==> src/sv/assert_macros.svh <==
// ----------------------------------------------------------------------------
// assert_macros.svh
// Concurrent assertion macros that are shared by the RTL.
// ----------------------------------------------------------------------------
`ifndef ASSERT_MACROS_SVH
`define ASSERT_MACROS_SVH

`ifndef SYNTHESIS

// When the antecedent holds, the consequent must hold in the same cycle.
`define ASSERT_IMP(label, clk, rst_n, ante, cons) \
  label: assert property (@(posedge clk) disable iff (!rst_n) (ante) |-> (cons)) \
    else $error("%m: implication check failed");

// When the antecedent holds, the consequent must hold in the next cycle.
`define ASSERT_NEXT(label, clk, rst_n, ante, cons) \
  label: assert property (@(posedge clk) disable iff (!rst_n) (ante) |=> (cons)) \
    else $error("%m: next-cycle check failed");

`else

`define ASSERT_IMP(label, clk, rst_n, ante, cons)
`define ASSERT_NEXT(label, clk, rst_n, ante, cons)

`endif

`endif

==> src/sv/ctw_pkg.sv <==
// ----------------------------------------------------------------------------
// ctw_pkg
// Shared constants and types of the census window transform.
// ----------------------------------------------------------------------------
`default_nettype none

package ctw_pkg;

  localparam int CTW_WINDOW       = 8;
  localparam int CTW_MAX_WIDTH    = 1024;

  localparam int CTW_PIXEL_W      = 8;
  localparam int CTW_CODE_W       = 63;
  localparam int CTW_ROW_W        = 12;
  localparam int CTW_COL_W        = 10;
  localparam int CTW_WIDTH_W      = 11;
  localparam int CTW_HEIGHT_W     = 12;
  localparam int CTW_OUT_W        = 88;
  localparam int CTW_APB_AW       = 3;
  localparam int CTW_APB_DW       = 32;

  // Signed working width for position arithmetic (covers 4096 plus sign).
  localparam int CTW_POS_W        = 15;

  localparam int CTW_WIDTH_RESET  = 640;
  localparam int CTW_HEIGHT_RESET = 480;

  // Register index, taken from paddr[2].
  typedef enum logic {
    CTW_REG_WIDTH  = 1'b0,
    CTW_REG_HEIGHT = 1'b1
  } ctw_reg_t;

  // Position of the window center that belongs to an incoming pixel.
  typedef struct packed {
    logic                 emit;
    logic [CTW_ROW_W-1:0] row;
    logic [CTW_COL_W-1:0] col;
  } ctw_pos_t;

endpackage

`default_nettype wire

==> src/sv/ctw_window.sv <==
// ----------------------------------------------------------------------------
// ctw_window
// Line buffer column update with forwarding, window shift and census code.
// ----------------------------------------------------------------------------
`default_nettype none

module ctw_window import ctw_pkg::*; #(
  parameter int WINDOW    = CTW_WINDOW,
  parameter int MAX_WIDTH = CTW_MAX_WIDTH,
  localparam int AW       = $clog2(MAX_WIDTH),
  localparam int LINES    = WINDOW - 1,
  localparam int LW       = LINES * CTW_PIXEL_W
) (
  input  wire logic                   clk,
  input  wire logic                   rst_n,
  input  wire logic                   load,
  input  wire logic [AW-1:0]          rd_addr,
  input  wire logic [AW-1:0]          s1_addr,
  input  wire logic                   commit,
  input  wire logic [CTW_PIXEL_W-1:0] pixel,
  input  wire logic [LW-1:0]          ram_rdata,
  output logic      [LW-1:0]          wr_data,
  output logic      [CTW_CODE_W-1:0]  code
);

  localparam int HALF   = WINDOW / 2;
  localparam int NCELL  = WINDOW * WINDOW;
  localparam int NBITS  = NCELL - 1;
  localparam int CENTER = HALF * WINDOW + HALF;

  logic [CTW_PIXEL_W-1:0] win_r   [NCELL];
  logic [CTW_PIXEL_W-1:0] win_nxt [NCELL];
  logic [CTW_PIXEL_W-1:0] column  [WINDOW];
  logic [LW-1:0]          old_word;
  logic                   fwd_hit_r;
  logic [LW-1:0]          fwd_data_r;

  // The RAM reads old data when the item ahead writes the same column
  // in the cycle of the read, so that write is forwarded here.
  always_ff @(posedge clk) begin
    if (!rst_n) begin
      fwd_hit_r <= 1'b0;
    end else if (load) begin
      fwd_hit_r <= commit && (s1_addr == rd_addr);
    end
  end

  always_ff @(posedge clk) begin
    if (load) begin
      fwd_data_r <= wr_data;
    end
  end

  always_comb begin
    old_word = fwd_hit_r ? fwd_data_r : ram_rdata;
    // Slot 0 holds the oldest row; the new pixel enters at the top slot.
    wr_data  = {pixel, old_word[LW-1:CTW_PIXEL_W]};
    for (int r = 0; r < LINES; r++) begin
      column[r] = old_word[r*CTW_PIXEL_W +: CTW_PIXEL_W];
    end
    column[LINES] = pixel;
  end

  always_comb begin
    for (int r = 0; r < WINDOW; r++) begin
      for (int c = 0; c < WINDOW - 1; c++) begin
        win_nxt[r*WINDOW + c] = win_r[r*WINDOW + c + 1];
      end
      win_nxt[r*WINDOW + WINDOW - 1] = column[r];
    end
  end

  always_comb begin
    code = '0;
    for (int i = 0; i < NCELL; i++) begin
      if (i < CENTER) begin
        code[NBITS - 1 - i] = (win_nxt[CENTER] >= win_nxt[i]);
      end else if (i > CENTER) begin
        code[NBITS - i] = (win_nxt[CENTER] >= win_nxt[i]);
      end
    end
  end

  always_ff @(posedge clk) begin
    if (!rst_n) begin
      for (int i = 0; i < NCELL; i++) begin
        win_r[i] <= '0;
      end
    end else if (commit) begin
      for (int i = 0; i < NCELL; i++) begin
        win_r[i] <= win_nxt[i];
      end
    end
  end

endmodule

`default_nettype wire
==> config.mk <==
export PLATFORM = sky130hd
export DESIGN_NAME = ctw_window
export DESIGN_NICKNAME = d
export VERILOG_FILES = /design/src/sv/assert_macros.svh /design/src/sv/ctw_pkg.sv /design/src/sv/ctw_window.sv
export SDC_FILE = /design/constraint.sdc
export NUM_CORES = 1
export LEC_CHECK = 0
export BUFFER_PORTS_ARGS = -buffer_cell sky130_fd_sc_hd__buf_2
export CAP_MARGIN = 20
export CORE_UTILIZATION = 40
export CTS_CLUSTER_DIAMETER = 50
export DETAILED_ROUTE_END_ITERATION = 6
export PLACE_DENSITY_LB_ADDON = 0.25
export SETUP_SLACK_MARGIN = 0.4
export SYNTH_ARGS = -nofsm -noshare
export SYNTH_HDL_FRONTEND = slang
export SYNTH_SLANG_ARGS = --single-unit
==> constraint.sdc <==
create_clock -name clk -period 16.5 [get_ports clk]
set_clock_uncertainty 0.15 [all_clocks]
set_input_delay 1.65 -clock clk [delete_from_list [all_inputs] [get_ports clk]]
set_output_delay 1.65 -clock clk [all_outputs]
set_load 0.02 [all_outputs]
-- After elaboration in Yosys (flattened, before gate mapping)
Memory sizes are Yosys's and may differ from the RTL's.
Cells that the tools add are included.
- muxes and demuxes: 69
- reduce and logical (&&, ||, !) cells: 1
- shift operators: 0
- $add $sub $neg: 0
- $lt $le $gt $ge: 63
- bitwise operators: 64
- eq/ne operators: 1
- divide/modulo/power cells: 0
- $mul: 0
- operator list (cell ; count):
    $mux 8 ; 64
    $ge 8x8->1 ; 63
    $or 1x1->1 ; 64
    $mux 56 ; 1
    $eq 10x10->1 ; 1
    $mux 1 ; 4
    $logic_and 1x1->1 ; 1
- memory bits (writable): 512
- memories: 1
- output and inout bits: 119
- memory bits (read-only): 0
- register bits after elaboration: 57
- latch bits: 0
- word-level logic and storage cells: 201
- bits of input ports: 88
- memories (name ; words ; width ; rd ports ; clocked after memory_dff ; wr ports ; line ; RTL):
    win_r ; 64 ; 8 ; 56 ; 0 ; 64 ; ctw_window.sv:31 ; logic [CTW_PIXEL_W-1:0] win_r [NCELL];

-- Longest topological paths before layout
Gate-level depths: netlist of the first run.
- depth after elaboration: 4
- depth in mapped cells: 9
- depth with buffers taken out: 6

-- Least setup slack after synthesis of the first run
Ideal clock, no wire load.
- path type: input to register
- start point: in commit
- end point: mem win_r[12][4], in the netlist win_r[0][100] (enable)
- data arrival time: 12458 ps
- path slack: 2999 ps
- stages: 2
- data required time: 15457 ps
- path through: buf_4 > nand2b_1
- RTL lines (item ; line ; RTL):
    start: declaration ; ctw_window.sv:19 ; input wire logic commit,
    end: declaration ; ctw_window.sv:31 ;

==> results.md, run 1 <==
* Worst slew margin at about 30%
* Fin crit period at about 5500 ps
* 1st-pass router iterations at 5
* DR vias at ~20k
* Net Count, Synth at around 3.4k
* Synth Area in Compound Gates at between 7 and 8%
* Clk pwr share at between 30% and 40%
* Fin util at a little under half
* Synth warn at 0
* H-tree Lvls at 3
* Crit path to: code[40]
* XOR/XNOR Fraction of Synth Area at less than 1%
* Final period utilization at between 30 and 40%
* Post-Place Cells at 3,917
* Die Y at around 280 um
* Sequential Power Share at 42.3%
* Startpoint types: flop
* Logic gate share of total power at a little under a fifth
* Reg2Reg Capture Point: fwd_data_r[38]
* Clk slew on worst S/H paths at roughly 50 ps
* CTS Buf Count at just under 70
* Cts hold-fix bufs at 0
* Initial Util at between 40 and 50%
* Internal power at around 2700 uW
* Die W at between 200 and 300 um
* Antenna cells at 0
* Drt first-iter violations at 834
* DR DRC count at 0
* Vias in the first global route at 20.6k
* Total clock sinks at around 500
* Worst Hold Class: flop to flop
* GRT Resource Usage Total at around 18%
* Worst EP arrival at between 3000 and 4000 ps
* Core area at 75,900 um^2
* Resize count post-CTS at 0
* Setup violations, final at 0
* Outcome: finished clean
* CP max FO at 36
* Psw at 1010 uW
* Maximum vdd drop at a little over 0.00007 V
* Syn_area_per_cell at between 10 and 15 um^2
* First-pass GRT wire length at between 100,000 and 150,000 um
* Die area at approximately 80,000 um^2
* Layout cell share with drive strength beyond 1 at approximately 12%
* Multiplexer area fraction after synthesis at around 2.3%
* DRT Wirelength at between 60,000 and 70,000 um
* Layout Cells excl Fill at 4,034
* Leakage at between 0.015 and 0.02 uW
* Post-synthesis simple-gate area fraction at 11.5%
* R2r setup slk at between 10,000 and 15,000 ps
* Synth Cell Area at approximately 30,000 um^2
* Maxcap violations at 0
* CP Class: flop to output pin
* FF-to-FF path depth at 3
* RSZ-0062 raised after global routing: no
* Distinct cells, synth at 34
* Final #Nets at between 3k and 4k
* Total gr overflow at 0
* WL/cell at 16.9 um
* Adder-Cell Fraction of Synth Area at roughly a fifth
* # port buffers at between 200 and 250
* Register area share after synthesis at 49.4%
* Crit Reg-Reg Startpoint: fwd_hit_r
* Setup Buffers After CTS at 0
* Number of synthesized register bits at ~510
* Post-DP HPWL at approximately 45,000 um
* Final instance area at about 35,000 um^2
* CTS tree: built
* Largest family of logic cells by synthesized area: adder cells
* CP required at roughly 15,000 ps
* Crit. Startpoint: win_r[1][40]
* CP Capture Type: output pin
* Row cnt at 101
* Max frequency at approximately 180 MHz
* GP Congestion at approximately 0.83
* Root buffer cell: clkbuf_16
* Max clock buf depth at 3
* Post-DRT Antenna Nets at 0
* Pin count of the biggest net entering global routing at 175
* I/O pin total at 207
* Worst hold slack at around 390 ps
* Latest clock arrival within the worst-skew pair at 590 ps
* Initial antenna violation count at 2
* Synthesis-to-layout area growth at 13.1%
* Pwr dens at about 110 nW/um^2
* Cells after Synth at roughly 2.8k
* # fillers at 6,974
* Vias/cell at between 4 and 5
* Net switching fraction of the power at 27.5%
* Setup TNS at 0 ps
* Placed instance area at between 30,000 and 40,000 um^2
* Number of max-slew violations in the final report at 0
* Worst-Margin Slew at 1060 ps
* Final hold vios at 0
-- power by group through the flow --
stage | Sequential, uW | Combinational (uW) | Clock, uW
2_1_floorplan | 1610 | 451 | 0
3_3_place_gp | 1580 | 651 | 0
3_5_place_dp | 1580 | 685 | 0
4_1_cts | 1560 | 689 | 1480
5_1_grt | 1570 | 771 | 1530
6_report | 1560 | 675 | 1450
-- cell type report --
| cell class | count | area [um^2] | area share (%) |
|---|---|---|---|
| flip-flops and latches | 505 | 15200 | 43.7 |
| multi-input cells | 1656 | 12900 | 37.3 |
| inverters | 498 | 1870 | 5.39 |
| clock buffers | 80 | 1810 | 5.22 |
| well taps | 1030 | 1290 | 3.72 |
| repair buffers | 229 | 1240 | 3.58 |
| clock inverters | 36 | 382 | 1.10 |
-- worst min path at each step --
| stage | endpoint | start | slack, ps | cells past startpoint |
|---|---|---|---|---|
| floorplan | win_r[1][100] | win_r[1][108] | 370 | 1 |
| global placement | win_r[1][247] | win_r[1][255] | 380 | 1 |
| detailed placement | win_r[1][145] | win_r[1][153] | 380 | 1 |
| CTS | win_r[1][172] | win_r[1][180] | 380 | 1 |
| global route | win_r[1][148] | win_r[1][156] | 400 | 1 |
| finish | win_r[1][145] | win_r[1][153] | 390 | 1 |
-- per-stage QoR --
stage | total power, uW | setup WS [ps]
floorplan | 2060 | 3000
CTS | 3730 | 10800
finish | 3680 | 10980
global route | 3870 | 10710
detailed placement | 2270 | 10950
global placement | 2230 | 11060
-- critical path, cell delays in order, from the launching register on --
cell      delay (ps)
edfxtp_1         390
inv_2            550
buf_4            600
ha_1             220
nand2b_1          90
a21o_1           110
a21oi_1           60
o31ai_1          770
buf_2            310
-- registers in the layout, summed over array words and instances (netlist names) --
name / count
win_r: 448
fwd_data_r: 56
fwd_hit_r: 1
-- per-layer routing --
metal | wire length, um | GRT usage, % | part of all wire, % | vias to the layer above
met3 | 2830 | 3.09 | 4.2 | 124
met4 | 2200 | 7.21 | 3.2 | 2
met2 | 32300 | 30.0 | 47 | 372
met1 | 30800 | 22.1 | 45 | 9451
met5 | 12 | 0 | 0.018 | -
li1 | - | - | - | 9853
-- kinds of logic (layout without fill, tap and decap cells) --
logic type / Yosys count / count (layout)
buf+inv: 613 / 843
xor+xnor: 10 / 10
mux: 56 / 56
compound gates: 379 / 379
flops: 505 / 505
fa+ha+maj: 504 / 504
simple gates: 707 / 707
-- placed cells by master (no fill, tap or decap), drive strengths merged, types with 18 or more instances in the layout --
cell / count
o22ai: 63
nand2: 64
o31ai: 63
a21oi: 189
edfxtp: 504
buf: 229
nor2: 266
nand3: 65
inv: 502
ha: 504
and2: 195
and3: 25
nor2b: 25
clkbuf: 80
clkinv: 18
mux2i: 49
nand2b: 64
a21o: 63
-- Yosys cell counts, drive strengths merged --
cell type,count,area [um^2]
a21o,63,473
a21oi,189,946
and2,195,1220
and3,25,156
buf,83,618
clkbuf,32,120
dfxtp,1,20.0
edfxtp,504,15100
ha,504,6310
inv,498,1870
mux2,7,82.6
mux2i,49,608
nand2,64,248
nand2b,64,400
nand3,65,325
nand3b,1,7.51
nor2,266,1010
nor2b,25,159
nor4,2,12.5
o21ai,1,5.00
o22ai,63,394
o31ai,63,473
xnor2,3,26.3
xor2,7,61.3
Power figures use the tool's default switching activity.
==> inputs of run 2 (changes only) <==
Clock period 16.5 ns to 4.65 ns, I/O delays scaled along.
==> run 2 against run 1 <==
Register-to-register slack got worse by 11000 ps. Critical path type unchanged. Clock power grew to 3.6 times the previous value. Count of clock-buffer cells in the layout rose by 1.
==> results.md, run 2 (synthesis results as in run 1) <==
* Core area at 75,900 um^2
* WL/cell at ~17 um
* RSZ-0062 raised after global routing: no
* Initial Util at about two fifths
* CP Class: flop to output pin
* Final #Nets at between 3k and 4k
* Maximum vdd drop at between 0.0002 and 0.0003 V
* Placed instance area at 32,700 um^2
* Outcome: finished clean
* Worst-Margin Slew at between 900 and 1000 ps
* # fillers at between 6k and 7k
* Max frequency at about 260 MHz
* Bufs and invs on worst path at 2
* Register Area at around 15,000 um^2
* Final period utilization at around 83%
* Post-DRT Antenna Nets at 0
* GP Congestion at 0.832
* I/O pin total at 207
* Number of max-slew violations in the final report at 0
* Worst EP arrival at between 3000 and 4000 ps
* CTS Buf Count at between 60 and 70
* Vias in the first global route at between 20k and 25k
* Die area at just under 80,000 um^2
* Pwr dens at 375 nW/um^2
* Row cnt at just over 100
* Die Y at around 280 um
* Setup TNS at 0 ps
* Post-Place Cells at between 3k and 4k
* Worst hold slack at 92.8 ps
* # port buffers at about 200
* Die W at around 280 um
* Drt first-iter violations at ~1.1k
* Pre-CTS WS at between 1000 and 1500 ps
* Leakage at ~0.016 uW
* Worst slew margin at between 30% and 40%
* DR vias at 20.0k
* Slowest-stage cell, CP: dfxtp_4
* Area of the multi-input gates at 12,900 um^2
* DRT Wirelength at between 70,000 and 80,000 um
* Final instance area at between 30,000 and 40,000 um^2
* Max incr delay on CP at around 700 ps
* Pin count of the biggest net entering global routing at 119
* Post-DP HPWL at 47,700 um
* Worst Hold Class: input port to flop
* Setup Buffers After CTS at 0
* Maxcap violations at 0
* Layout Cells excl Fill at around 4.1k
* H-tree Lvls at 3
* 1st-pass router iterations at 6
* Root buffer cell: clkbuf_16
* Max clock buf depth at 3
* Startpoint types: flop
* Max FFs per register at between 400 and 500
* Final Worst Setup Slack at 798 ps
* GRT Resource Usage Total at 18.4%
* Biggest regs: win_r x448, fwd_data_r x56, fwd_hit_r x1
* CP required at just over 4000 ps
* Most frequent cells in the layout: ha_1 (504), edfxtp_1 (504), inv_1 (497)
* Top reg by flops: win_r
* Setup violations, final at 0
* Total clock sinks at 505
* CP max FO at 26
* CP Capture Type: output pin
* Family with the most delay on the worst path: buffers and inverters
* Layout cell share with drive strength beyond 1 at ~13%
* Vias/cell at slightly below 5
* Synthesis-to-layout area growth at 14.2%
* Clk slew on worst S/H paths at approximately 50 ps
* First-pass GRT wire length at around 110,000 um
* Final hold vios at 0
* Latest clock arrival within the worst-skew pair at slightly below 600 ps
* Antenna cells at 0
* Total gr overflow at 0
* DR DRC count at 0
* CP cell instances: buf_4 -> mux2i_2 -> ha_1 -> nand3_1 -> o31ai_1 -> buf_2
* CTS tree: built
* Fin crit period at roughly 3900 ps
* Initial antenna violation count at 3
run 2: worst paths after layout:
path                 start              to  slack, ps  cells after the start
max              fwd_hit_r        code[39]        800                      6
min          ram_rdata[38]  fwd_data_r[30]         90                      3
max reg2reg      fwd_hit_r   win_r[0][190]       2450                      3
min reg2reg  win_r[1][147]   win_r[1][139]        390                      1
run 2: area by class of cell:
cell class / instances / area share (%)
clock inverters: 37 / 1.11
clock buffers: 81 / 5.18
well taps: 1030 / 3.68
repair buffers: 260 / 4.48
flip-flops and latches: 505 / 43.3
multi-input cells: 1656 / 36.9
inverters: 498 / 5.34
run 2: per-stage QoR:
step                total power, uW  utilization [%]
floorplan                      7260                -
global placement               7960             43.1
detailed placement             8080             43.1
CTS                           13300             46.1
global route                  13800             46.1
finish                        13100             46.1
run 2: tightest hold or removal path, stage by stage:
cell	delay, ps
buf_2	100
mux2i_4	80
inv_1	70
run 2: repair_timing:
item / in CTS / in global routing
setup endpoints to repair: 0 / 0
gates resized for setup: 0 / 0
hold buffers: 11 / 0
hold endpoints to repair: 9 / 0
run 2: report_power, final:
| group | total [uW] | switching, uW | internal, uW |
|---|---|---|---|
| registers | 5530 | 145 | 5380 |
| clock network | 5170 | 1960 | 3210 |
| logic | 2440 | 1510 | 930 |
| total | 13100 | 3610 | 9530 |
run 2: metal layers:
metal	share of wire (%)	GRT usage [%]	vias up	wire length (um)
li1	-	-	9923	-
met3	4.3	2.74	134	3020
met1	46	23.4	9538	32300
met4	3.2	7.30	2	2240
met2	47	31.2	394	33300
met5	0.018	0	-	13
