$ cat config.mk
export PLATFORM = sky130hd
export DESIGN_NAME = ctw_pos
export DESIGN_NICKNAME = d
export VERILOG_FILES = /design/src/sv/assert_macros.svh /design/src/sv/ctw_pkg.sv /design/src/sv/ctw_pos.sv
export SDC_FILE = /design/constraint.sdc
export NUM_CORES = 1
export LEC_CHECK = 0
export CELL_PAD_IN_SITES_DETAIL_PLACEMENT = 1
export CELL_PAD_IN_SITES_GLOBAL_PLACEMENT = 1
export CORE_ASPECT_RATIO = 1.75
export CORE_MARGIN = 4
export CORE_UTILIZATION = 45
export DETAILED_ROUTE_END_ITERATION = 10
export DONT_BUFFER_PORTS = 1
export GPL_TIMING_DRIVEN = 0
export PLACE_DENSITY = 0.8
export SLEW_MARGIN = 20
export SYNTH_ARGS = -nofsm -noshare
export SYNTH_HDL_FRONTEND = slang
export SYNTH_SLANG_ARGS = --single-unit
$ cat constraint.sdc
create_clock -name clk -period 9.4 [get_ports clk]
set_input_delay 1.41 -clock clk [delete_from_list [all_inputs] [get_ports clk]]
set_output_delay 1.41 -clock clk [all_outputs]
set_load 0.01 [all_outputs]
$ cat src/sv/assert_macros.svh
// ----------------------------------------------------------------------------
// assert_macros.svh
// Concurrent assertion macros that are shared by the RTL.
// ----------------------------------------------------------------------------
`ifndef ASSERT_MACROS_SVH
`define ASSERT_MACROS_SVH

`ifndef SYNTHESIS

// When the antecedent holds, the consequent must hold in the same cycle.
`define ASSERT_IMP(label, clk, rst_n, ante, cons) \
  label: assert property (@(posedge clk) disable iff (!rst_n) (ante) |-> (cons)) \
    else $error("%m: implication check failed");

// When the antecedent holds, the consequent must hold in the next cycle.
`define ASSERT_NEXT(label, clk, rst_n, ante, cons) \
  label: assert property (@(posedge clk) disable iff (!rst_n) (ante) |=> (cons)) \
    else $error("%m: next-cycle check failed");

`else

`define ASSERT_IMP(label, clk, rst_n, ante, cons)
`define ASSERT_NEXT(label, clk, rst_n, ante, cons)

`endif

`endif

$ cat src/sv/ctw_pkg.sv
// ----------------------------------------------------------------------------
// ctw_pkg
// Shared constants and types of the census window transform.
// ----------------------------------------------------------------------------
`default_nettype none

package ctw_pkg;

  localparam int CTW_WINDOW       = 8;
  localparam int CTW_MAX_WIDTH    = 1024;

  localparam int CTW_PIXEL_W      = 8;
  localparam int CTW_CODE_W       = 63;
  localparam int CTW_ROW_W        = 12;
  localparam int CTW_COL_W        = 10;
  localparam int CTW_WIDTH_W      = 11;
  localparam int CTW_HEIGHT_W     = 12;
  localparam int CTW_OUT_W        = 88;
  localparam int CTW_APB_AW       = 3;
  localparam int CTW_APB_DW       = 32;

  // Signed working width for position arithmetic (covers 4096 plus sign).
  localparam int CTW_POS_W        = 15;

  localparam int CTW_WIDTH_RESET  = 640;
  localparam int CTW_HEIGHT_RESET = 480;

  // Register index, taken from paddr[2].
  typedef enum logic {
    CTW_REG_WIDTH  = 1'b0,
    CTW_REG_HEIGHT = 1'b1
  } ctw_reg_t;

  // Position of the window center that belongs to an incoming pixel.
  typedef struct packed {
    logic                 emit;
    logic [CTW_ROW_W-1:0] row;
    logic [CTW_COL_W-1:0] col;
  } ctw_pos_t;

endpackage

`default_nettype wire

$ cat src/sv/ctw_pos.sv
// ----------------------------------------------------------------------------
// ctw_pos
// Row and column counters, line buffer address and border decision.
// ----------------------------------------------------------------------------
`default_nettype none

module ctw_pos import ctw_pkg::*; #(
  parameter int WINDOW    = CTW_WINDOW,
  parameter int MAX_WIDTH = CTW_MAX_WIDTH,
  localparam int AW       = $clog2(MAX_WIDTH)
) (
  input  wire logic                    clk,
  input  wire logic                    rst_n,
  input  wire logic                    advance,
  input  wire logic                    frame_start,
  input  wire logic [CTW_WIDTH_W-1:0]  width_cfg,
  input  wire logic [CTW_HEIGHT_W-1:0] height_cfg,
  output logic      [AW-1:0]           col_addr,
  output ctw_pos_t                     info
);

  localparam int HALF = WINDOW / 2;
  localparam int LAG  = WINDOW - 1 - HALF;

  localparam logic signed [CTW_POS_W-1:0] ONE_S    = CTW_POS_W'(1);
  localparam logic signed [CTW_POS_W-1:0] LAG_S    = CTW_POS_W'(LAG);
  localparam logic signed [CTW_POS_W-1:0] LO_S     = CTW_POS_W'(LAG + HALF);
  localparam logic signed [CTW_POS_W-1:0] HI_OFF_S = CTW_POS_W'(LAG - HALF - 1);
  localparam logic signed [CTW_POS_W-1:0] MAXW_S   = CTW_POS_W'(MAX_WIDTH);

  logic [AW-1:0]        col_r, col_nxt, col_cur;
  logic [CTW_ROW_W-1:0] row_r, row_nxt, row_cur;

  logic signed [CTW_POS_W-1:0] w_ext, w_eff, h_eff;
  logic signed [CTW_POS_W-1:0] col_s, row_s, col_inc, row_inc;
  logic signed [CTW_POS_W-1:0] row_off, col_off;

  always_comb begin
    col_cur = frame_start ? '0 : col_r;
    row_cur = frame_start ? '0 : row_r;

    // Effective width clamps to 1 .. MAX_WIDTH, effective height is at least 1.
    w_ext = CTW_POS_W'(width_cfg);
    if (width_cfg == '0) begin
      w_eff = ONE_S;
    end else if (w_ext > MAXW_S) begin
      w_eff = MAXW_S;
    end else begin
      w_eff = w_ext;
    end
    h_eff = (height_cfg == '0) ? ONE_S : CTW_POS_W'(height_cfg);

    col_s   = CTW_POS_W'(col_cur);
    row_s   = CTW_POS_W'(row_cur);
    col_inc = col_s + ONE_S;
    row_inc = row_s + ONE_S;
    row_off = row_s - LAG_S;
    col_off = col_s - LAG_S;

    info.emit = (row_s >= LO_S) && (row_s <= h_eff + HI_OFF_S) &&
                (col_s >= LO_S) && (col_s <= w_eff + HI_OFF_S);
    info.row  = row_off[CTW_ROW_W-1:0];
    info.col  = col_off[CTW_COL_W-1:0];
    col_addr  = col_cur;

    if (col_inc >= w_eff) begin
      col_nxt = '0;
      row_nxt = (row_inc >= h_eff) ? '0 : row_inc[CTW_ROW_W-1:0];
    end else begin
      col_nxt = col_inc[AW-1:0];
      row_nxt = row_cur;
    end
  end

  always_ff @(posedge clk) begin
    if (!rst_n) begin
      col_r <= '0;
      row_r <= '0;
    end else if (advance) begin
      col_r <= col_nxt;
      row_r <= row_nxt;
    end
  end

endmodule

`default_nettype wire

# [Word level (Yosys, flattened, before mapping)]
# Cells that the tools add are included.
[op_classes] reduce_logical=5 order_cmp=7 muxes=8 n_addsub=6
[op_table] op="12-bit two-way mux" n=4
[op_table] op="11-bit two-way mux" n=2
[op_table] op="10-bit two-way mux" n=2
[op_table] op="15-bit by 2-bit adder with 15-bit output, second input constant" n=1
[op_table] op="12-bit by 15-bit >= comparator with 1-bit output" n=1
[op_table] op="11-bit by 15-bit less-or-equal comparator with 1-bit output" n=1
[op_table] op="13-bit by 2-bit adder with 14-bit output, second input constant" n=1
[op_table] op="13-bit by 14-bit less-or-equal comparator with 1-bit output" n=1
[op_table] op="12-bit by 1-bit adder with 13-bit output, second input constant" n=1
[op_table] op="13-bit by 12-bit >= comparator with 1-bit output" n=1
[op_table] op="12-bit by 3-bit >= comparator with 1-bit output, second input constant" n=1
[op_table] op="12-bit zero test" n=1
[op_table] op="12-bit by 2-bit subtractor with 12-bit output, second input constant" n=1
[op_table] op="10-bit by 1-bit adder with 11-bit output, second input constant" n=1
[op_table] op="11-bit > comparator, second input constant" n=1
[op_table] op="11-bit zero test" n=1
[op_table] op="10-bit by 3-bit >= comparator with 1-bit output, second input constant" n=1
[op_table] op="10-bit by 2-bit subtractor with 10-bit output, second input constant" n=1
[op_table] op="1-bit logical AND" n=3
[totals] word_cells=28 register_bits=22

# [Longest topological paths before layout]
# Gate-level depths: netlist of the first run.
[depth] ltp_word=7 mapped_depth=17 ltp_nobuf=14

# [Worst setup path after synthesis of the first run]
# Ideal clock, no wire load.
[synth_path] kind="input -> output" startpoint="in width_cfg[10]" endpoint="out info[22] (netlist name)" required_time_ps=7990 arrival_time_ps=3901 cell_stages=13 slack_ps=4089 path_cell_list="clkbuf_1 inv_1 clkbuf_1 nand2_1 ha_1 o21ai_0 nor2_1 xor2_1 ha_1 or4_1 a211oi_1 o21ai_0 a211oi_1"
[synth_lines] element="from (decl)" line_no="ctw_pos.sv:16" text="input wire logic [CTW_WIDTH_W-1:0] width_cfg,"
[synth_lines] element="to (decl)" line_no="ctw_pos.sv:19" text="output ctw_pos_t info"

==> flow_summary.yaml, run 1 <==
timing:
  setup_violations: 0
  tns_ns: 0
  max_freq_ghz: 0.170
  rsz0062_at_grt: "false"
  finalWorstSetupSlack_ns: 3.52
  worstMarginPinSlew_ns: 0.873
  hold_violations: 0
  final_max_slew_viol_count: 0
  slew_headroom: 0.417
  period_share: 0.626
  period_minus_slack_ns: 5.88
  finClkSkew_ns: 0.00331
layout:
  layout-drive-gt1-share: 0.0769
  diodes: 0
  stdcell_area_um2: 3630
  syn_to_final_growth_pct: 6.23
  fillCellCount: 953
  nets: 545
  final_util: 0.498
  final_common_cell: "nand2_1"
  layout_common_cells: "54 x nand2_1, 49 x ha_1, 30 x nand3_1, 30 x nor2_1, 25 x o21ai_0"
power_and_ir_drop:
  switchingPower_mw: 0.104
  p_int_mw: 0.217
  seq_power_share: 0.318
  vdd_drop_max_mv: 0.0573
  p_clk_frac: 0.385
  powerDensity_nw_per_um2: 88.6
  switching_share: 0.323
  pwr-share-comb: 0.297
  p_total_mw: 0.321
  leakage_nw: 1.63
route:
  viasPerCell: 6.29
  routed_wl_um: 11700
  initialDrtViolationCount: 139
  wl_per_cell_um: 21.0
  ant_nets: 0
  firstDrtPassIters: 4
  vias: 3483
  drc_errors: 0
worst_setup_path:
  path_max_fanout: 10
  cp-start-kind: "input pin"
  critical_path.endpoint_type: "output pin"
  critical_path_class: "input pin to output pin"
  cp.arrival_ns: 4.47
  crit_required_ns: 7.99
clock_network:
  root_buffer: "clkbuf_16"
  cts_tree: "yes"
  clockBufferDepth: 2
  postCtsSetupBuffers: 0
  clk_pin_slew_worst_paths_ns: 0.06
  cts_resized: 0
  clock_latency_ns: 0.26
  cts_buffers: 3
  h-tree-depth: 1
  clock_sinks: 22
  hold_buffers: 0
synthesis:
  synthCells: 464
  synth_top_area_cell: "ha_1"
  synth_async_sr_flop_share: 0
  netlist_area_um2: 3410
  synth_top_area_frac: 0.180
  synth_cell_types: 64
  synthTopCellsByArea: "ha_1 18%, dfxtp_1 13%, nand2_1 5.9%, xnor2_1 5.4%, nand3_1 4.4%"
  ys_ff_latch: 22
  seq_area_frac_synth: 0.129
  synth_enable_flop_cells: 0
  synth_nets: 540
  synth_area_per_cell_um2: 7.36
  ys.flop_type: "dfxtp_1"
  yosysWarnings: 0
placement:
  portBuffers: 0
  pre_cts_slack_ns: 3.50
  placed_area_um2: 3520
  hpwl_um: 9750
  gp_congestion: 0.889
die:
  rows: 41
  die_area_um2: 9100
  ios: 60
  die_y_um: 123
  dieWidth_um: 73.8
  start_util: 0.469
  coreArea_um2: 7280
grt:
  antenna_found_initial: 0
  grt_pass1_wl_um: 18300
  grt-ovfl-total: 0
  grt_pass1_vias: 3808
  track_usage: 0.262
  grt_max_degree: 14
status:
  status: "completed"
min_path:
  hold_class: "flip-flop to flip-flop"
job:
  drv_cap: 0
## logic make-up after synthesis
kind of cell,after synthesis,synth area share
AO/OA/AOI/OAI,102,0.197
XOR/XNOR,38,0.0997
adder cells (fa/ha/maj),49,0.180
buffers and inverters,46,0.0623
flip-flops,22,0.129
AND/OR/NAND/NOR,207,0.333
## worst max-delay path, stage by stage
cell      delay, ns
clkbuf_1       0.16
inv_1          0.13
clkbuf_1       0.39
nand2_1        0.19
ha_1           0.30
o21ai_0        0.16
nor2_1         0.10
xor2_1         0.15
ha_1           0.20
or4_1          0.45
a211oi_1       0.23
o21ai_0        0.14
a211oi_1       0.45
## routing by layer
metal  routed length [um]  share of wire  vias to the layer above  GRT usage
met5                    0              0                        -          0
met2                 6610           0.57                      101      0.521
met4                  603          0.052                        0      0.145
li1                     -              -                     1661          -
met1                 3980           0.34                     1681      0.246
met3                  465          0.040                       40     0.0293
## Yosys cell counts (13+ instances only)
library cell / instances
o21ai_0: 25
ha_1: 49
xnor2_1: 21
nand3_1: 30
nand2_1: 54
clkbuf_1: 14
nor2_1: 30
nor2b_1: 22
inv_1: 21
nor3_1: 13
a21oi_1: 21
dfxtp_1: 22
xor2_1: 16
## stage by stage
step                cells  hold WS (ns)
floorplan             464         0.453
global placement      550         0.475
detailed placement    550         0.491
CTS                   554         0.504
global route          554         0.551
finish                554         0.507
## registers in the layout, summed over array words and instances, names as in the netlist
name and count:
col_r 10, row_r 12
## cell type report
cell class	count	area (um2)	share of cell area
plain buffers	25	134	0.0369
clock buffers	3	75.1	0.0207
clock inverters	1	30.0	0.00828
inverters	21	78.8	0.0217
multi-input cells	396	2760	0.761
flip-flops and latches	22	440	0.121
well taps	86	108	0.0297
## power by group through the flow
stage	combinational (mW)	clock (mW)	sequential, mW
floorplan	0.0726	0	0.102
global placement	0.0917	0	0.104
detailed placement	0.0958	0	0.104
CTS	0.0964	0.124	0.102
global route	0.107	0.127	0.102
finish	0.0956	0.124	0.102
## path summary, 6_finish.rpt
| check | start | to | slack [ns] | depth (start not counted) |
|---|---|---|---|---|
| hold reg to reg | col_r[7]$_SDFFE_PN0P_ | col_r[7]$_SDFFE_PN0P_ | 0.51 | 2 |
| hold / removal | col_r[7]$_SDFFE_PN0P_ | col_r[7]$_SDFFE_PN0P_ | 0.51 | 2 |
| setup / recovery | width_cfg[10] | info[22] | 3.52 | 13 |
| setup reg to reg | col_r[1]$_SDFFE_PN0P_ | row_r[0]$_SDFFE_PN0P_ | 5.65 | 13 |
(Power assumes the default switching activity.)
==> run 2: changes to the inputs <==
ABC_AREA = 1   (was unset)
CORE_UTILIZATION = 41   (was 45)
PLACE_DENSITY = 0.79   (was 0.8)
clock period = 5.1 ns   (was 9.4 ns; I/O delays follow)
==> flow_summary.yaml, run 2 <==
layout:
  diodes: 0
  final_util: 0.443
  final_common_cell: "nand2_1"
  largest_reg_flops: 12
  layout-drive-gt1-share: 0.0681
  nets: 592
  reg.largest.list: "row_r x12, col_r x10"
  regMostFlops: "row_r"
  stdcell_area_um2: 3500
  layout_common_cells: "103 x nand2_1, 69 x inv_1, 49 x ha_1, 44 x nor2_1"
  syn_to_final_growth_pct: 5.66
clock_network:
  cts_tree: "yes"
  cts_resized: 0
  clock_latency_ns: 0.26
  root_buffer: "clkbuf_16"
  hold_buffers: 0
  postCtsSetupBuffers: 0
  h-tree-depth: 1
  clk_pin_slew_worst_paths_ns: 0.06
  cts_buffers: 3
  clockBufferDepth: 2
  clock_sinks: 22
grt:
  grt_pass1_wl_um: 18600
  antenna_found_initial: 0
  track_usage: 0.234
  grt_pass1_vias: 3967
  grt-ovfl-total: 0
  grt_max_degree: 12
worst_setup_path:
  cp-start-kind: "input pin"
  regToRegSetupSlack_ns: 1.32
  path_max_fanout: 10
  crit_family: "simple AND/OR/NAND/NOR gates"
  crit_required_ns: 4.34
  critical_path.endpoint_type: "output pin"
  crit_buf_inv: 1
  cp.arrival_ns: 3.62
  cp_cell_sequence: "nor2_1, nand2_1, o21ai_1, buf_2, nand2_1, ha_1, o21a_1, xor2_1, ha_1, nand2_1, or4_1, o21ai_0, nor2_1, nor2_1"
  critical_path_class: "input pin to output pin"
  cp_slowest_cell: "or4_1"
  slowest_delay_ns: 0.53
placement:
  gp_congestion: 0.880
  portBuffers: 0
  placed_area_um2: 3430
  hpwl_um: 9590
route:
  wl_per_cell_um: 17.9
  routed_wl_um: 10800
  firstDrtPassIters: 5
  viasPerCell: 5.64
  ant_nets: 0
  vias: 3408
  initialDrtViolationCount: 108
  drc_errors: 0
synthesis:
  synthCells: 511
  netlist_area_um2: 3310
  yosysWarnings: 0
  ys_ff_latch: 22
  synthTopCellsByArea: "ha_1 18%, dfxtp_1 13%, nand2_1 12%, xor2_1 11%, inv_1 7.8%"
  synth_nets: 587
  synth_area_per_cell_um2: 6.49
  synth_async_sr_flop_share: 0
  synth_top_area_cell: "ha_1"
  synth_enable_flop_cells: 0
  seq_area_frac_synth: 0.133
  synth_top_area_frac: 0.185
  synth.most_common_cell: "nand2_1"
  ys.flop_type: "dfxtp_1"
  synth_commonest_cells: "103 x nand2_1, 69 x inv_1, 49 x ha_1, 44 x nor2_1"
  synth_cell_types: 36
timing:
  tns_ns: 0
  final_max_slew_viol_count: 0
  period_minus_slack_ns: 4.39
  slew_headroom: 0.486
  setup_violations: 0
  finClkSkew_ns: 0.00349
  hold_violations: 0
  rsz0062_at_grt: "false"
  worstMarginPinSlew_ns: 0.768
  max_freq_ghz: 0.228
  period_share: 0.861
  whs_ns: 0.473
die:
  start_util: 0.419
  coreArea_um2: 7910
  die_y_um: 127
  ios: 60
  die_area_um2: 9640
  rows: 43
  dieWidth_um: 76.0
status:
  status: "completed"
power_and_ir_drop:
  leakage_nw: 1.80
  powerDensity_nw_per_um2: 150
  vdd_drop_max_mv: 0.103
  p_total_mw: 0.524
min_path:
  hold_class: "flip-flop to flip-flop"
job:
  drv_cap: 0
[run 2: changes by cell type after synthesis, moves of 8 or more]
| cell | change |
|---|---|
| a21boi_0 | -9 |
| a21oi_1 | +20 |
| a31oi_1 | -11 |
| clkbuf_1 | -8 |
| inv_1 | +48 |
| nand2_1 | +49 |
| nor2_1 | +14 |
| nor2b_1 | -22 |
| xnor2_1 | -16 |
| xor2_1 | +25 |
[run 2: routing by layer]
layer  GRT usage  up-vias  wire (um)
met5           0        -          0
met2       0.489       86       6410
li1            -     1678          -
met4       0.121        0        519
met1       0.211     1606       3520
met3      0.0234       38        348
[run 2: cell families after synthesis]
kind of cell,synth area share
flops,0.133
compound gates,0.147
buf+inv,0.101
fa+ha+maj,0.185
simple gates,0.308
xor+xnor,0.126
[run 2: worst register-to-register path: stages (launching register included)]
cell and delay (ns):
dfxtp_1 0.33, inv_1 0.06, nor2_1 0.43, ha_1 0.26, nand2_1 0.13, nor2_1 0.19, nand3_1 0.14, nor2_1 0.16
nand3_1 0.11, nand2_1 0.08, inv_1 0.05, ha_1 0.32, a21oi_1 0.14, o21a_1 0.14, nand2_1 0.07, inv_1 0.08
nand2_1 0.11, nor2_1 0.61, a22oi_1 0.17, nor2_1 0.13
[run 2: final cells by class]
cell class,instances,area (um2)
buffer,9,50.0
clock buffer,3,75.1
fill,1094,4410
inverter,76,285
multi-input combinational,404,2540
sequential,22,440
tap,90,113
[run 2: report_power, final]
part,switching (mW),internal (mW)
Sequential,0.00396,0.178
Clock,0.0635,0.104
Combinational,0.116,0.0585
[run 2: path summary, 6_finish.rpt]
kind / start / to / cells after the start
hold / removal: col_r[2]$_SDFFE_PN0P_ / col_r[2]$_SDFFE_PN0P_ / 2
hold reg to reg: col_r[2]$_SDFFE_PN0P_ / col_r[2]$_SDFFE_PN0P_ / 2
setup / recovery: width_cfg[8] / info[22] / 14
setup reg to reg: col_r[0]$_SDFFE_PN0P_ / col_r[6]$_SDFFE_PN0P_ / 19
[run 2: through the flow]
step / std cells / setup WS [ns]
2_1_floorplan: 511 / 1.24
3_3_place_gp: 601 / 0.745
3_5_place_dp: 601 / 0.703
4_1_cts: 604 / 0.686
5_1_grt: 604 / 0.439
6_report: 604 / 0.711
